File: src/rtl/sapb_pkg.sv
// Shared constants, command codes and controller/datapath handshake types
// for the servo actuator position bank. No dependencies.
package sapb_pkg;

  // Position format: unsigned fixed point, ONE_POS stands for 1.0.
  localparam int FRAC_BITS = 12;
  localparam int POS_W     = FRAC_BITS + 1;
  localparam logic [POS_W-1:0] ONE_POS  = POS_W'(1) << FRAC_BITS;
  localparam logic [POS_W-1:0] HALF_POS = POS_W'(1) << (FRAC_BITS - 1);

  // Field widths.
  localparam int KIND_W  = 4;
  localparam int ACT_W   = 3;
  localparam int PULSE_W = 16;
  localparam int PROD_W  = PULSE_W + POS_W;

  // Configuration: one step register per actuator, six in the map.
  localparam int NUM_STEP_REGS = 6;
  localparam int CFG_IDX_W     = 3;
  localparam logic [POS_W-1:0] STEP_RESET = POS_W'(410);
  localparam int NUM_ACTUATORS_DEF = 6;

  // Toggle thresholds: 10*pos compared against 4*ONE and 6*ONE.
  localparam int TOG_W = POS_W + 4;
  localparam logic [TOG_W-1:0] TOG_MUL = TOG_W'(10);
  localparam logic [TOG_W-1:0] TOG_LO  = TOG_W'(4) << FRAC_BITS;
  localparam logic [TOG_W-1:0] TOG_HI  = TOG_W'(6) << FRAC_BITS;

  // Trim division produces one quotient bit per cycle.
  localparam int DIV_STEPS = FRAC_BITS;
  localparam int CNT_W     = $clog2(DIV_STEPS);

  // Command kinds.
  localparam logic [KIND_W-1:0] K_INC    = 4'd0;
  localparam logic [KIND_W-1:0] K_DEC    = 4'd1;
  localparam logic [KIND_W-1:0] K_MIN    = 4'd2;
  localparam logic [KIND_W-1:0] K_MAX    = 4'd3;
  localparam logic [KIND_W-1:0] K_CENTER = 4'd4;
  localparam logic [KIND_W-1:0] K_MINTOG = 4'd5;
  localparam logic [KIND_W-1:0] K_MAXTOG = 4'd6;
  localparam logic [KIND_W-1:0] K_TRIM   = 4'd7;
  localparam logic [KIND_W-1:0] K_PWM    = 4'd8;

  // Controller to datapath.
  typedef struct packed {
    logic capture;
    logic exec;
    logic div_step;
    logic commit;
  } sapb_cmd_t;

  // Datapath to controller.
  typedef struct packed {
    logic need_div;
    logic out_free;
  } sapb_sts_t;

endpackage

File: src/rtl/sapb_ifs.sv
// Valid/ready channel interfaces for the command and result transactions.
// Depends on sapb_pkg.
interface sapb_cmd_if import sapb_pkg::*; ();
  logic               valid;
  logic               ready;
  logic [KIND_W-1:0]  kind;
  logic [ACT_W-1:0]   actuator;
  logic [PULSE_W-1:0] pulse_min;
  logic [PULSE_W-1:0] pulse_max;
  logic [PULSE_W-1:0] pulse_trim;

  modport source (output valid, kind, actuator, pulse_min, pulse_max, pulse_trim,
                  input ready);
  modport sink (input valid, kind, actuator, pulse_min, pulse_max, pulse_trim,
                output ready);
endinterface

interface sapb_res_if import sapb_pkg::*; ();
  logic               valid;
  logic               ready;
  logic [POS_W-1:0]   position;
  logic [PULSE_W-1:0] pulse_width;
  logic               pulse_valid;
  logic               ignored;

  modport source (output valid, position, pulse_width, pulse_valid, ignored,
                  input ready);
  modport sink (input valid, position, pulse_width, pulse_valid, ignored,
                output ready);
endinterface

File: src/rtl/sapb_ctrl.sv
// Sequencing state machine of the position bank: accept, execute, divide, deliver.
// Depends on sapb_pkg.
module sapb_ctrl import sapb_pkg::*; (
  input  logic      clk,
  input  logic      rst_n,
  input  logic      in_valid,
  output logic      in_ready,
  input  sapb_sts_t sts,
  output sapb_cmd_t cmd
);

  localparam logic [1:0] S_IDLE = 2'd0;
  localparam logic [1:0] S_EXEC = 2'd1;
  localparam logic [1:0] S_DIV  = 2'd2;
  localparam logic [1:0] S_DONE = 2'd3;

  logic [1:0]       state_r, state_nxt;
  logic [CNT_W-1:0] cnt_r, cnt_nxt;

  always_comb begin
    state_nxt = state_r;
    cnt_nxt   = cnt_r;
    cmd       = '0;
    in_ready  = (state_r == S_IDLE);
    case (state_r)
      S_IDLE: begin
        if (in_valid) begin
          cmd.capture = 1'b1;
          state_nxt   = S_EXEC;
        end
      end
      S_EXEC: begin
        cmd.exec = 1'b1;
        if (sts.need_div) begin
          cnt_nxt   = CNT_W'(DIV_STEPS - 1);
          state_nxt = S_DIV;
        end else begin
          state_nxt = S_DONE;
        end
      end
      S_DIV: begin
        cmd.div_step = 1'b1;
        if (cnt_r == '0) begin
          state_nxt = S_DONE;
        end else begin
          cnt_nxt = cnt_r - CNT_W'(1);
        end
      end
      S_DONE: begin
        // Wait until the output register is free or being emptied.
        if (sts.out_free) begin
          cmd.commit = 1'b1;
          state_nxt  = S_IDLE;
        end
      end
      default: begin
        state_nxt = S_IDLE;
      end
    endcase
  end

  always_ff @(posedge clk) begin
    if (!rst_n) begin
      state_r <= S_IDLE;
      cnt_r   <= '0;
    end else begin
      state_r <= state_nxt;
      cnt_r   <= cnt_nxt;
    end
  end

endmodule

File: src/rtl/sapb_dp.sv
// Datapath of the position bank: position store, step registers, trim divider,
// pulse multiplier and the result register. Depends on sapb_pkg and sapb_res_if.
module sapb_dp import sapb_pkg::*; #(
  parameter int NUM_ACTUATORS = NUM_ACTUATORS_DEF
) (
  input  logic                 clk,
  input  logic                 rst_n,
  input  sapb_cmd_t            cmd,
  output sapb_sts_t            sts,
  input  logic [KIND_W-1:0]    in_kind,
  input  logic [ACT_W-1:0]     in_actuator,
  input  logic [PULSE_W-1:0]   in_pulse_min,
  input  logic [PULSE_W-1:0]   in_pulse_max,
  input  logic [PULSE_W-1:0]   in_pulse_trim,
  input  logic                 cfg_we,
  input  logic [CFG_IDX_W-1:0] cfg_index,
  input  logic [POS_W-1:0]     cfg_data,
  sapb_res_if.source           out_res
);

  localparam int IDX_W = (NUM_ACTUATORS > 1) ? $clog2(NUM_ACTUATORS) : 1;

  logic [POS_W-1:0]   pos_r  [NUM_ACTUATORS];
  logic [POS_W-1:0]   step_r [NUM_ACTUATORS];

  logic [KIND_W-1:0]  kind_r;
  logic [ACT_W-1:0]   act_r;
  logic [PULSE_W-1:0] pmin_r;
  logic [PULSE_W-1:0] range_r;
  logic [PULSE_W-1:0] trim_r;
  logic [POS_W-1:0]   res_pos_r;
  logic [PULSE_W-1:0] rem_r;
  logic [PROD_W-1:0]  prod_r;

  logic [POS_W-1:0]   out_pos_r;
  logic [PULSE_W-1:0] out_pw_r;
  logic               out_pv_r;
  logic               out_ign_r;
  logic               out_valid_r;

  logic               bad;
  logic [IDX_W-1:0]   idx;
  logic [POS_W-1:0]   pos_cur;
  logic [POS_W-1:0]   step_cur;
  logic [POS_W:0]     inc_sum;
  logic [TOG_W-1:0]   pos_x10;
  logic [PULSE_W-1:0] diff;
  logic               trim_gt;
  logic [POS_W-1:0]   exec_pos;
  logic [PULSE_W:0]   rem_sh;
  logic               q_bit;
  logic [PULSE_W+1:0] pw_sum;
  logic [PULSE_W-1:0] pw_sat;

  assign bad      = {1'b0, act_r} >= (ACT_W + 1)'(NUM_ACTUATORS);
  assign idx      = bad ? '0 : act_r[IDX_W-1:0];
  assign pos_cur  = pos_r[idx];
  assign step_cur = step_r[idx];

  assign inc_sum = {1'b0, pos_cur} + {1'b0, step_cur};
  assign pos_x10 = TOG_W'(pos_cur) * TOG_MUL;
  assign trim_gt = trim_r > pmin_r;
  assign diff    = trim_r - pmin_r;

  // New position for the kinds that need no division; trim also settles its easy cases here.
  always_comb begin
    exec_pos = pos_cur;
    case (kind_r)
      K_INC:    exec_pos = (inc_sum > {1'b0, ONE_POS}) ? ONE_POS : inc_sum[POS_W-1:0];
      K_DEC:    exec_pos = (pos_cur >= step_cur) ? (pos_cur - step_cur) : '0;
      K_MIN:    exec_pos = '0;
      K_MAX:    exec_pos = ONE_POS;
      K_CENTER: exec_pos = HALF_POS;
      K_MINTOG: exec_pos = (pos_x10 < TOG_LO) ? HALF_POS : '0;
      K_MAXTOG: exec_pos = (pos_x10 >= TOG_HI) ? HALF_POS : ONE_POS;
      K_TRIM: begin
        if (range_r == '0 || !trim_gt) begin
          exec_pos = '0;
        end else if (diff >= range_r) begin
          exec_pos = ONE_POS;
        end else begin
          exec_pos = '0;
        end
      end
      default:  exec_pos = pos_cur;
    endcase
  end

  assign sts.need_div = (kind_r == K_TRIM) && !bad && (range_r != '0) && trim_gt &&
                        (diff < range_r);
  assign sts.out_free = !out_valid_r || out_res.ready;

  // One restoring division step: the remainder always stays below the range.
  assign rem_sh = {rem_r, 1'b0};
  assign q_bit  = rem_sh >= {1'b0, range_r};

  assign pw_sum = {2'b00, pmin_r} + (PULSE_W + 2)'(prod_r[PROD_W-1:FRAC_BITS]);
  assign pw_sat = (pw_sum[PULSE_W+1:PULSE_W] != 2'b00) ? {PULSE_W{1'b1}}
                                                        : pw_sum[PULSE_W-1:0];

  always_ff @(posedge clk) begin
    if (cmd.capture) begin
      kind_r  <= in_kind;
      act_r   <= in_actuator;
      pmin_r  <= in_pulse_min;
      range_r <= in_pulse_max - in_pulse_min;
      trim_r  <= in_pulse_trim;
    end
    if (cmd.exec) begin
      res_pos_r <= exec_pos;
      rem_r     <= diff;
      prod_r    <= PROD_W'(range_r) * PROD_W'(pos_cur);
    end else if (cmd.div_step) begin
      res_pos_r <= {res_pos_r[POS_W-2:0], q_bit};
      rem_r     <= q_bit ? PULSE_W'(rem_sh - {1'b0, range_r}) : rem_sh[PULSE_W-1:0];
    end
    if (cmd.commit) begin
      out_pos_r <= bad ? '0 : res_pos_r;
      out_pw_r  <= ((kind_r == K_PWM) && !bad) ? pw_sat : '0;
      out_pv_r  <= (kind_r == K_PWM) && !bad;
      out_ign_r <= bad;
    end
  end

  always_ff @(posedge clk) begin
    if (!rst_n) begin
      for (int i = 0; i < NUM_ACTUATORS; i++) begin
        pos_r[i]  <= '0;
        step_r[i] <= STEP_RESET;
      end
      out_valid_r <= 1'b0;
    end else begin
      for (int i = 0; i < NUM_ACTUATORS; i++) begin
        if (cmd.commit && !bad && (idx == IDX_W'(i))) begin
          pos_r[i] <= res_pos_r;
        end
        if (cfg_we && (i < NUM_STEP_REGS) && ({1'b0, cfg_index} == (CFG_IDX_W + 1)'(i))) begin
          step_r[i] <= cfg_data;
        end
      end
      if (cmd.commit) begin
        out_valid_r <= 1'b1;
      end else if (out_res.ready) begin
        out_valid_r <= 1'b0;
      end
    end
  end

  assign out_res.valid       = out_valid_r;
  assign out_res.position    = out_pos_r;
  assign out_res.pulse_width = out_pw_r;
  assign out_res.pulse_valid = out_pv_r;
  assign out_res.ignored     = out_ign_r;

endmodule

File: src/rtl/servo_actuator_position_bank_top.sv
// Top level of the servo actuator position bank: controller plus datapath.
// Depends on sapb_pkg, sapb_ifs, sapb_ctrl and sapb_dp.
//
// The block keeps one normalized position per actuator (4096 stands for 1.0).
// Each command transaction on in_cmd names an actuator and a kind: step up or
// down, snap to min, max or center, toggle, set from a trim pulse, or emit a
// pulse width. Exactly one result transaction leaves on out_res per command.
// Commands naming an actuator beyond the bank are flagged through ignored.
// The user is to write the step registers through cfg_we, cfg_index and
// cfg_data only while the block is idle; the block itself does not enforce
// this. An index past the last step register is dropped. A command is taken
// only while the controller is idle. Most kinds pass through the execute and
// done states; a trim command runs a restoring divider between them that
// produces one quotient bit per cycle. The controller returns to idle only
// once the result is committed, so a new command waits for the previous one.
// The pulse width comes from a registered multiply followed by an add with
// saturation. The result sits in an output register, so the next command is
// accepted while out_res is stalled; that command then waits to deliver
// until the register empties. Synchronous reset clears every position to
// zero, sets all steps to 410 and empties the output register.
module servo_actuator_position_bank_top import sapb_pkg::*; #(
  parameter int NUM_ACTUATORS = NUM_ACTUATORS_DEF
) (
  input  logic                 clk,
  input  logic                 rst_n,
  sapb_cmd_if.sink             in_cmd,
  sapb_res_if.source           out_res,
  input  logic                 cfg_we,
  input  logic [CFG_IDX_W-1:0] cfg_index,
  input  logic [POS_W-1:0]     cfg_data
);

  sapb_cmd_t cmd;
  sapb_sts_t sts;
  logic      in_ready;

  // The controller owns the input handshake.
  sapb_ctrl u_ctrl (
    .clk      (clk),
    .rst_n    (rst_n),
    .in_valid (in_cmd.valid),
    .in_ready (in_ready),
    .sts      (sts),
    .cmd      (cmd)
  );

  assign in_cmd.ready = in_ready;

  // The datapath holds the position, step and result state and drives the result channel.
  sapb_dp #(
    .NUM_ACTUATORS (NUM_ACTUATORS)
  ) u_dp (
    .clk           (clk),
    .rst_n         (rst_n),
    .cmd           (cmd),
    .sts           (sts),
    .in_kind       (in_cmd.kind),
    .in_actuator   (in_cmd.actuator),
    .in_pulse_min  (in_cmd.pulse_min),
    .in_pulse_max  (in_cmd.pulse_max),
    .in_pulse_trim (in_cmd.pulse_trim),
    .cfg_we        (cfg_we),
    .cfg_index     (cfg_index),
    .cfg_data      (cfg_data),
    .out_res       (out_res)
  );

endmodule
File: src/flat_wrapper.sv
// flat-port wrapper written by rule: the top's interface ports become plain ports
module servo_actuator_position_bank_top_flat import sapb_pkg::*;
#(
  parameter int NUM_ACTUATORS = NUM_ACTUATORS_DEF
)
  (clk, rst_n, cfg_we, cfg_index, cfg_data, in_cmd_valid, in_cmd_kind, in_cmd_actuator, in_cmd_pulse_min, in_cmd_pulse_max, in_cmd_pulse_trim, in_cmd_ready, out_res_valid, out_res_position, out_res_pulse_width, out_res_pulse_valid, out_res_ignored, out_res_ready);
  sapb_cmd_if in_cmd_i ();
  sapb_res_if out_res_i ();
  input  logic clk;
  input  logic rst_n;
  input  logic cfg_we;
  input  logic [CFG_IDX_W-1:0] cfg_index;
  input  logic [POS_W-1:0] cfg_data;
  input wire logic [$bits(in_cmd_i.valid)-1:0] in_cmd_valid;
  input wire logic [$bits(in_cmd_i.kind)-1:0] in_cmd_kind;
  input wire logic [$bits(in_cmd_i.actuator)-1:0] in_cmd_actuator;
  input wire logic [$bits(in_cmd_i.pulse_min)-1:0] in_cmd_pulse_min;
  input wire logic [$bits(in_cmd_i.pulse_max)-1:0] in_cmd_pulse_max;
  input wire logic [$bits(in_cmd_i.pulse_trim)-1:0] in_cmd_pulse_trim;
  output wire logic [$bits(in_cmd_i.ready)-1:0] in_cmd_ready;
  output wire logic [$bits(out_res_i.valid)-1:0] out_res_valid;
  output wire logic [$bits(out_res_i.position)-1:0] out_res_position;
  output wire logic [$bits(out_res_i.pulse_width)-1:0] out_res_pulse_width;
  output wire logic [$bits(out_res_i.pulse_valid)-1:0] out_res_pulse_valid;
  output wire logic [$bits(out_res_i.ignored)-1:0] out_res_ignored;
  input wire logic [$bits(out_res_i.ready)-1:0] out_res_ready;
  assign in_cmd_i.valid = in_cmd_valid;
  assign in_cmd_i.kind = in_cmd_kind;
  assign in_cmd_i.actuator = in_cmd_actuator;
  assign in_cmd_i.pulse_min = in_cmd_pulse_min;
  assign in_cmd_i.pulse_max = in_cmd_pulse_max;
  assign in_cmd_i.pulse_trim = in_cmd_pulse_trim;
  assign in_cmd_ready = in_cmd_i.ready;
  assign out_res_valid = out_res_i.valid;
  assign out_res_position = out_res_i.position;
  assign out_res_pulse_width = out_res_i.pulse_width;
  assign out_res_pulse_valid = out_res_i.pulse_valid;
  assign out_res_ignored = out_res_i.ignored;
  assign out_res_i.ready = out_res_ready;
  servo_actuator_position_bank_top #(.NUM_ACTUATORS(NUM_ACTUATORS)) u_core (.clk(clk), .rst_n(rst_n), .in_cmd(in_cmd_i), .out_res(out_res_i), .cfg_we(cfg_we), .cfg_index(cfg_index), .cfg_data(cfg_data));
endmodule
File: config.mk
export PLATFORM = sky130hd
export DESIGN_NAME = servo_actuator_position_bank_top_flat
export DESIGN_NICKNAME = d
export VERILOG_FILES = /design/src/rtl/sapb_pkg.sv /design/src/rtl/sapb_ifs.sv /design/src/rtl/sapb_ctrl.sv /design/src/rtl/sapb_dp.sv /design/src/rtl/servo_actuator_position_bank_top.sv /design/src/flat_wrapper.sv
export SDC_FILE = /design/constraint.sdc
export NUM_CORES = 1
export LEC_CHECK = 0
export BUFFER_PORTS_ARGS = -buffer_cell sky130_fd_sc_hd__buf_4
export CAP_MARGIN = 20
export CORE_MARGIN = 3
export CORE_UTILIZATION = 65
export CTS_CLUSTER_SIZE = 12
export DETAILED_ROUTE_END_ITERATION = 10
export PLACE_DENSITY = 0.93
export SYNTH_ARGS = -nofsm -noshare
export SYNTH_HDL_FRONTEND = slang
export SYNTH_SLANG_ARGS = --single-unit
File: constraint.sdc
create_clock -name clk -period 13.55 [get_ports clk]
set_input_delay 0.6775 -clock clk [delete_from_list [all_inputs] [get_ports clk]]
set_output_delay 0.6775 -clock clk [all_outputs]
set_load 0.01 [all_outputs]
==> impl_results.md, run 1 <==
- Gpl congestion: 1.00
- Worst reg2reg setup slack: ~4.6 ns
- Hold_sp: in_cmd_pulse_trim[11]
- Crit-path max FO: 56
- Multi-input gate area: ~14000 µm²
- Slowest stage delay, CP: around 0.72 ns
- First-pass GRT wire length: 101 mm
- Cell variety after synth: ~80
- Grt ovf: 0
- Clock sinks: 295
- Commonest non-fill, non-tap cell in the layout: inv_1
- Port-buffer cells: 108
- Max Cap Viol: 0
- Synth top area share: 0.359
- Final WL: 64.0 mm
- Pre-CTS WS: 4.90 ns
- Largest net degree at the start of global routing: between 50 and 60
- Storage cell area: 8790 µm²
- 1st-pass router iterations: 7
- CP required: 13.89 ns
- Critical path class: register to register
- Worst Skew: 0.0118 ns
- Antenna cells: 0
- Synth Register Bits: around 300
- CTS max path bufs: 3
- Placement Cell Area: approximately 25000 µm²
- CTS Root Cell: clkbuf_16
- FP Rows: 69
- Hold Fails Final Rpt: 0
- Worst Tran Pin Value: 1.11 ns
- Layout cells sized above 1: 0.101
- CP endpoint kind: register
- Core area: approximately 36000 µm²
- Fmax: 112 MHz
- Final setup viols: 0
- Hold crit path type: primary input to register
- Worst Setup Start Kind: register
- WHS Path Cells: 1
- Outcome: complete, no violations
- CTS tree: done
- Yosys warning total: 0
- Synth Net Count: 2804
- Layout Nets: between 2000 and 3000
- Post-Syn Area: 24100 µm²
- Resize count post-CTS: 0
- Final worst path period share: 0.657
- Antenna-violating nets left: 0
- CP max stage cell: mux4_2
- Post-route setup TNS: 0 ns
- CTS Buf Count: 31
- Syn avg cell area: about 10 µm²
- Total number of vias: approximately 19000
- Drt wl/cell: 21.9 µm
- Vias in the first global route: 19600
- Commonest non-fill, non-tap cells in the layout: inv_1 (329), edfxtp_1 (288), ha_1 (202), and2_1 (182), nor2_1 (181)
- Die area: roughly 39000 µm²
- Unrepaired setup endpoints after global routing: false
- Filler cells: 2281
- Die Y: 198 µm
- Cells after Synth: 2365
- Clk_lat worst skew: 0.60 ns
- Most used cell along the critical path: fa_1
- Reg-to-Reg End: u_core.u_dp.prod_r[28]$_DFFE_PP_
- Top cell type by total area after synthesis: edfxtp_1
- Top cells by area, synth: edfxtp_1 (36%), fa_1 (13%), ha_1 (11%)
- Post-synthesis sequential area ratio: 0.365
- Async set-or-reset flop fraction in the synthesized netlist: 0
- Max_slew headroom: 0.256
- Initial antenna violation count: 1
- Slew Viols, Final: 0
- Clock period minus worst slack: approximately 9 ns
- Chip width: 198 µm
- Top FF cell, synth: edfxtp_1
- Layout area overhead: 8.96%
- Starting Density: 0.668
- Reg clk slew, reported paths: 0.06 ns
- Total track usage: 0.326
- R2r worst-path depth: 27
- Worst setup margin: 4.65 ns
- Final HPWL DP: ~47 mm
- Routed vias/inst: 6.39
- Hold worst-path end: u_core.u_dp.trim_r[11]$_DFFE_PP_
- Postcts setup bufs: 0
- Ports: approximately 110
- EDFF count, synth: 288
- Initial DRC Count: roughly 2100
- # DRC: 0
- Worst R2R Start: u_core.u_dp.act_r[2]$_DFFE_PP_
- Final Cell Area: 26200 µm²
- Hold Buf Count CTS: 0
- H-tree Lvls: 1
- WP data arrival: roughly 9.2 ns
-- cell families after synthesis --
| kind of cell | share of synthesized area |
|---|---|
| xor gates and xnor gates | 0.0266 |
| buffers and inverters | 0.0662 |
| AOI/OAI and AO/OA | 0.103 |
| adders and majority gates | 0.239 |
| DFF | 0.365 |
| and+or+nand+nor | 0.152 |
| muxes | 0.0485 |
-- metrics by stage --
step | hold WS, ns | cells | util
2_1_floorplan | 0.460 | 2365 | -
3_3_place_gp | 0.473 | 2875 | 0.704
3_5_place_dp | 0.527 | 2875 | 0.704
4_1_cts | 0.250 | 2922 | 0.728
5_1_grt | 0.250 | 2922 | 0.728
6_report | 0.255 | 2922 | 0.728
-- synthesized netlist by cell type (7+ instances only) --
cell,instances
a21boi_0,7
nand2_1,178
xnor2_1,54
or2_2,8
o21a_1,23
nor2b_1,24
inv_1,329
or3_1,26
o22ai_1,7
edfxtp_1,288
and2_1,182
a211oi_1,10
o21bai_1,9
a21oi_1,124
nand4_1,14
buf_1,7
buf_2,13
nand3_1,25
o211ai_1,8
mux2i_1,49
nor2_1,182
nor4_1,13
a21o_1,37
xor2_1,19
nor3_1,33
mux2_2,40
and3_1,11
clkbuf_1,67
dfxtp_1,7
mux4_2,10
nand2b_1,29
o31ai_1,7
fa_1,160
o21ai_0,73
ha_1,203
-- registers in the layout (all words and copies together) (netlist names), 2 cells and up --
name / count
u_core.u_dp.pos_r: 78
u_core.u_dp.step_r: 78
u_core.u_dp.prod_r: 17
u_core.u_dp.out_res.pulse_width: 16
u_core.u_dp.pmin_r: 16
u_core.u_dp.range_r: 16
u_core.u_dp.rem_r: 16
u_core.u_dp.trim_r: 16
u_core.u_dp.out_res.position: 13
u_core.u_dp.res_pos_r: 13
u_core.u_ctrl.cnt_r: 4
u_core.u_dp.kind_r: 4
u_core.u_dp.act_r: 3
u_core.u_ctrl.state_r: 2
-- critical path, delay by kind of cell, from the launching register on --
| family | cells | cell delay [ns] |
|---|---|---|
| AO/OA/AOI/OAI | 7 | 2.16 |
| XOR/XNOR | 1 | 0.08 |
| adder cells (fa/ha/maj) | 6 | 2.80 |
| buffers and inverters | 6 | 0.98 |
| flip-flops | 1 | 0.32 |
| multiplexers | 2 | 1.03 |
| AND/OR/NAND/NOR | 5 | 1.26 |
-- routing by layer --
layer	up-vias	part of all wire	track usage
met5	-	0	0
met4	0	0.053	0.150
met3	307	0.11	0.0633
met2	1214	0.48	0.548
met1	8944	0.36	0.413
li1	8214	-	-
-- how the worst max path moves through the flow --
stage                                         startpoint                                to  cells after the start
after global routing      u_core.u_dp.act_r[2]$_DFFE_PP_  u_core.u_dp.prod_r[28]$_DFFE_PP_                     27
final                     u_core.u_dp.act_r[2]$_DFFE_PP_  u_core.u_dp.prod_r[28]$_DFFE_PP_                     27
after floorplan           u_core.u_dp.act_r[0]$_DFFE_PP_  u_core.u_dp.prod_r[28]$_DFFE_PP_                     30
after detailed placement  u_core.u_dp.act_r[2]$_DFFE_PP_  u_core.u_dp.prod_r[28]$_DFFE_PP_                     27
after CTS                 u_core.u_dp.act_r[2]$_DFFE_PP_  u_core.u_dp.prod_r[28]$_DFFE_PP_                     27
after global placement    u_core.u_dp.act_r[2]$_DFFE_PP_  u_core.u_dp.prod_r[28]$_DFFE_PP_                     27
-- layout make-up --
cell class              instances  area share
multi-input cells            1652       0.523
flip-flops and latches        295       0.335
inverters                     330      0.0472
repair buffers                137      0.0392
clock buffers                  40      0.0309
well taps                     461      0.0220
clock inverters                 7     0.00291
Power of run 1 is not shown: default switching activity piles up to over one toggle a cycle in this logic, so the estimate is an artifact.
==> inputs of run 2 (changes only) <==
--- a/config.mk
+++ b/config.mk
@@ -8,10 +8,10 @@
 export BUFFER_PORTS_ARGS = -buffer_cell sky130_fd_sc_hd__buf_4
 export CAP_MARGIN = 20
 export CORE_MARGIN = 3
-export CORE_UTILIZATION = 65
+export CORE_UTILIZATION = 58
 export CTS_CLUSTER_SIZE = 12
 export DETAILED_ROUTE_END_ITERATION = 10
-export PLACE_DENSITY = 0.93
+export PLACE_DENSITY = 0.88
 export SYNTH_ARGS = -nofsm -noshare
 export SYNTH_HDL_FRONTEND = slang
 export SYNTH_SLANG_ARGS = --single-unit
==> constraint.sdc (replaced) <==
create_clock -name clk -period 7.6 [get_ports clk]
set_input_delay 0.38 -clock clk [delete_from_list [all_inputs] [get_ports clk]]
set_output_delay 0.38 -clock clk [all_outputs]
set_load 0.01 [all_outputs]
==> impl_results.md, run 2 (synthesis gave the netlist of run 1 again) <==
- Outcome: complete, no violations
- Slew Viols, Final: 0 (unchanged)
- Layout cells sized above 1: 0.118 (+0.0169)
- Antenna-violating nets left: 0 (unchanged)
- First-pass GRT wire length: 102 mm (+1.3%)
- Worst setup path startpoint: u_core.u_dp.act_r[1]$_DFFE_PP_
- Fmax: 138 MHz (+23%)
- Grt ovf: 0 (unchanged)
- Slowest stage delay, CP: 0.55 ns (-0.17 ns)
- Ports: 109 (unchanged)
- CP endpoint kind: register
- Final HPWL DP: 47.6 mm (+1.8%)
- R2r worst-path depth: 25 (-7.4%)
- Clock sinks: 295 (unchanged)
- Initial antenna violation count: 0 (-1)
- Die area: 44000 µm² (+12%)
- WP data arrival: 7.55 ns (-1.69 ns)
- Max_slew headroom: 0.338 (+0.0815)
- Layout Nets: 2941 (+1.9%)
- Commonest non-fill, non-tap cells in the layout: inv_1 (329), edfxtp_1 (288), ha_1 (202), and2_1 (181), nor2_1 (181)
- CP max stage cell: fa_1
- Vias in the first global route: 19400 (-0.78%)
- Total track usage: 0.292 (-0.0338)
- Core area: 40400 µm² (+12%)
- Hold Fails Final Rpt: 0 (unchanged)
- Routed vias/inst: 6.06 (-5.1%)
- H-tree Lvls: 2 (+1)
- Final WL: 64.3 mm (+0.47%)
- Die Y: 210 µm (+5.7%)
- Port-buffer cells: 108 (unchanged)
- Chip width: 210 µm (+5.7%)
- FP Rows: 73 (+5.8%)
- Critical path class: register to register
- Worst Skew: 0.0239 ns (+0.0121 ns)
- Final cell count without fillers: 3050 (+4.4%)
- Placed Cells: 2973 (+3.4%)
- Final setup viols: 0 (unchanged)
- Pre-CTS WS: 0.102 ns (-4.80 ns)
- CTS Root Cell: clkbuf_16
- Worst setup margin: 0.348 ns (-4.30 ns)
- Commonest non-fill, non-tap cell in the layout: inv_1
- Crit-path max FO: 6 (-89%)
- Clk_lat worst skew: 0.56 ns (-0.04 ns)
- Drt wl/cell: 21.1 µm (-3.8%)
- Gpl congestion: 0.958 (-4.4%)
- Unrepaired setup endpoints after global routing: false
- Layout area overhead: 12.1%
- Worst Tran Pin Value: 0.985 ns (-0.121 ns)
- Max Cap Viol: 0 (unchanged)
- Post-route setup TNS: 0 ns (unchanged)
- CTS tree: done
- CTS max path bufs: 3 (unchanged)
- Total number of vias: 18500 (-0.97%)
- Worst R2R Start: u_core.u_dp.act_r[1]$_DFFE_PP_
- Starting Density: 0.596 (-0.0724)
- CP required: 7.90 ns (-5.99 ns)
- 1st-pass router iterations: 6 (-1)
- Reg clk slew, reported paths: 0.05 ns (about the same)
- CTS Buf Count: 34 (+9.7%)
- Clock period minus worst slack: 7.25 ns (-1.65 ns)
- Worst Setup Start Kind: register
- Largest net degree at the start of global routing: 56 (-5.1%)
- Initial DRC Count: 1743 (-16%)
- Most used cell along the critical path: fa_1
- Hold_sp: in_cmd_pulse_trim[6]
- Largest regs: u_core.u_dp.pos_r x78, u_core.u_dp.step_r x78, u_core.u_dp.prod_r x17
- WHS Path Cells: 1 (unchanged)
- Hold crit path type: primary input to register
- # DRC: 0 (unchanged)
- Final worst path period share: 0.954 (+0.297)
[run 2: cell types whose count changed in the layout (fill, tap and decap cells not counted), moves of 2 or more]
cell	delta
buf_12	+2
buf_4	+33
clkbuf_16	+3
dlygate4sd3_1	+16
clkinv_1	+5
[run 2: repair_timing]
action | CTS | global route
hold endpoints to repair | 14 | 2
setup endpoints to repair | 0 | 5
gates resized for setup | 0 | 9
setup buffers | 0 | 2
hold buffers | 14 | 2
[run 2: path summary, 6_finish.rpt]
check                           slack (ns)                                   to
worst min register to register        0.50  u_core.u_ctrl.cnt_r[0]$_SDFFE_PN0P_
worst min-delay path                  0.01      u_core.u_dp.trim_r[6]$_DFFE_PP_
worst max-delay path                  0.35     u_core.u_dp.prod_r[28]$_DFFE_PP_
worst max register to register        0.35     u_core.u_dp.prod_r[28]$_DFFE_PP_
[run 2: area by class of cell]
cell class	instances	area, µm²
Multi-Input combinational cell	1652	13700
Fill cell	2884	13400
Sequential cell	295	8790
Timing Repair Buffer	189	1490
Inverter	330	1240
Clock buffer	42	881
Tap cell	525	657
Clock inverter	16	171
Antenna cell	1	2.50
[run 2: metal layers]
layer,GRT usage,routed length (µm),up-vias
met5,0,0,-
met4,0.120,2790,0
met3,0.0686,6510,213
met2,0.477,30300,962
met1,0.378,24600,8984
li1,-,-,8338
[run 2: per-stage QoR]
step	instance area [µm²]	hold slack, ns	util
6_report	27000	0.0135	0.668
5_1_grt	27000	0.00139	0.668
4_1_cts	26900	0.000131	0.666
3_5_place_dp	25700	0.488	0.637
3_3_place_gp	25700	0.476	0.637
2_1_floorplan	24100	0.460	-
[run 2: worst max-delay path: cells and delay by family (launching register included)]
kind	cells	cell delay, ns
xor+xnor	1	0.13
mux	2	0.90
flops	1	0.42
fa+ha+maj	6	2.84
compound gates	6	1.38
buf+inv	3	0.15
simple gates	7	1.15
Power of run 2 is left out for the same reason.
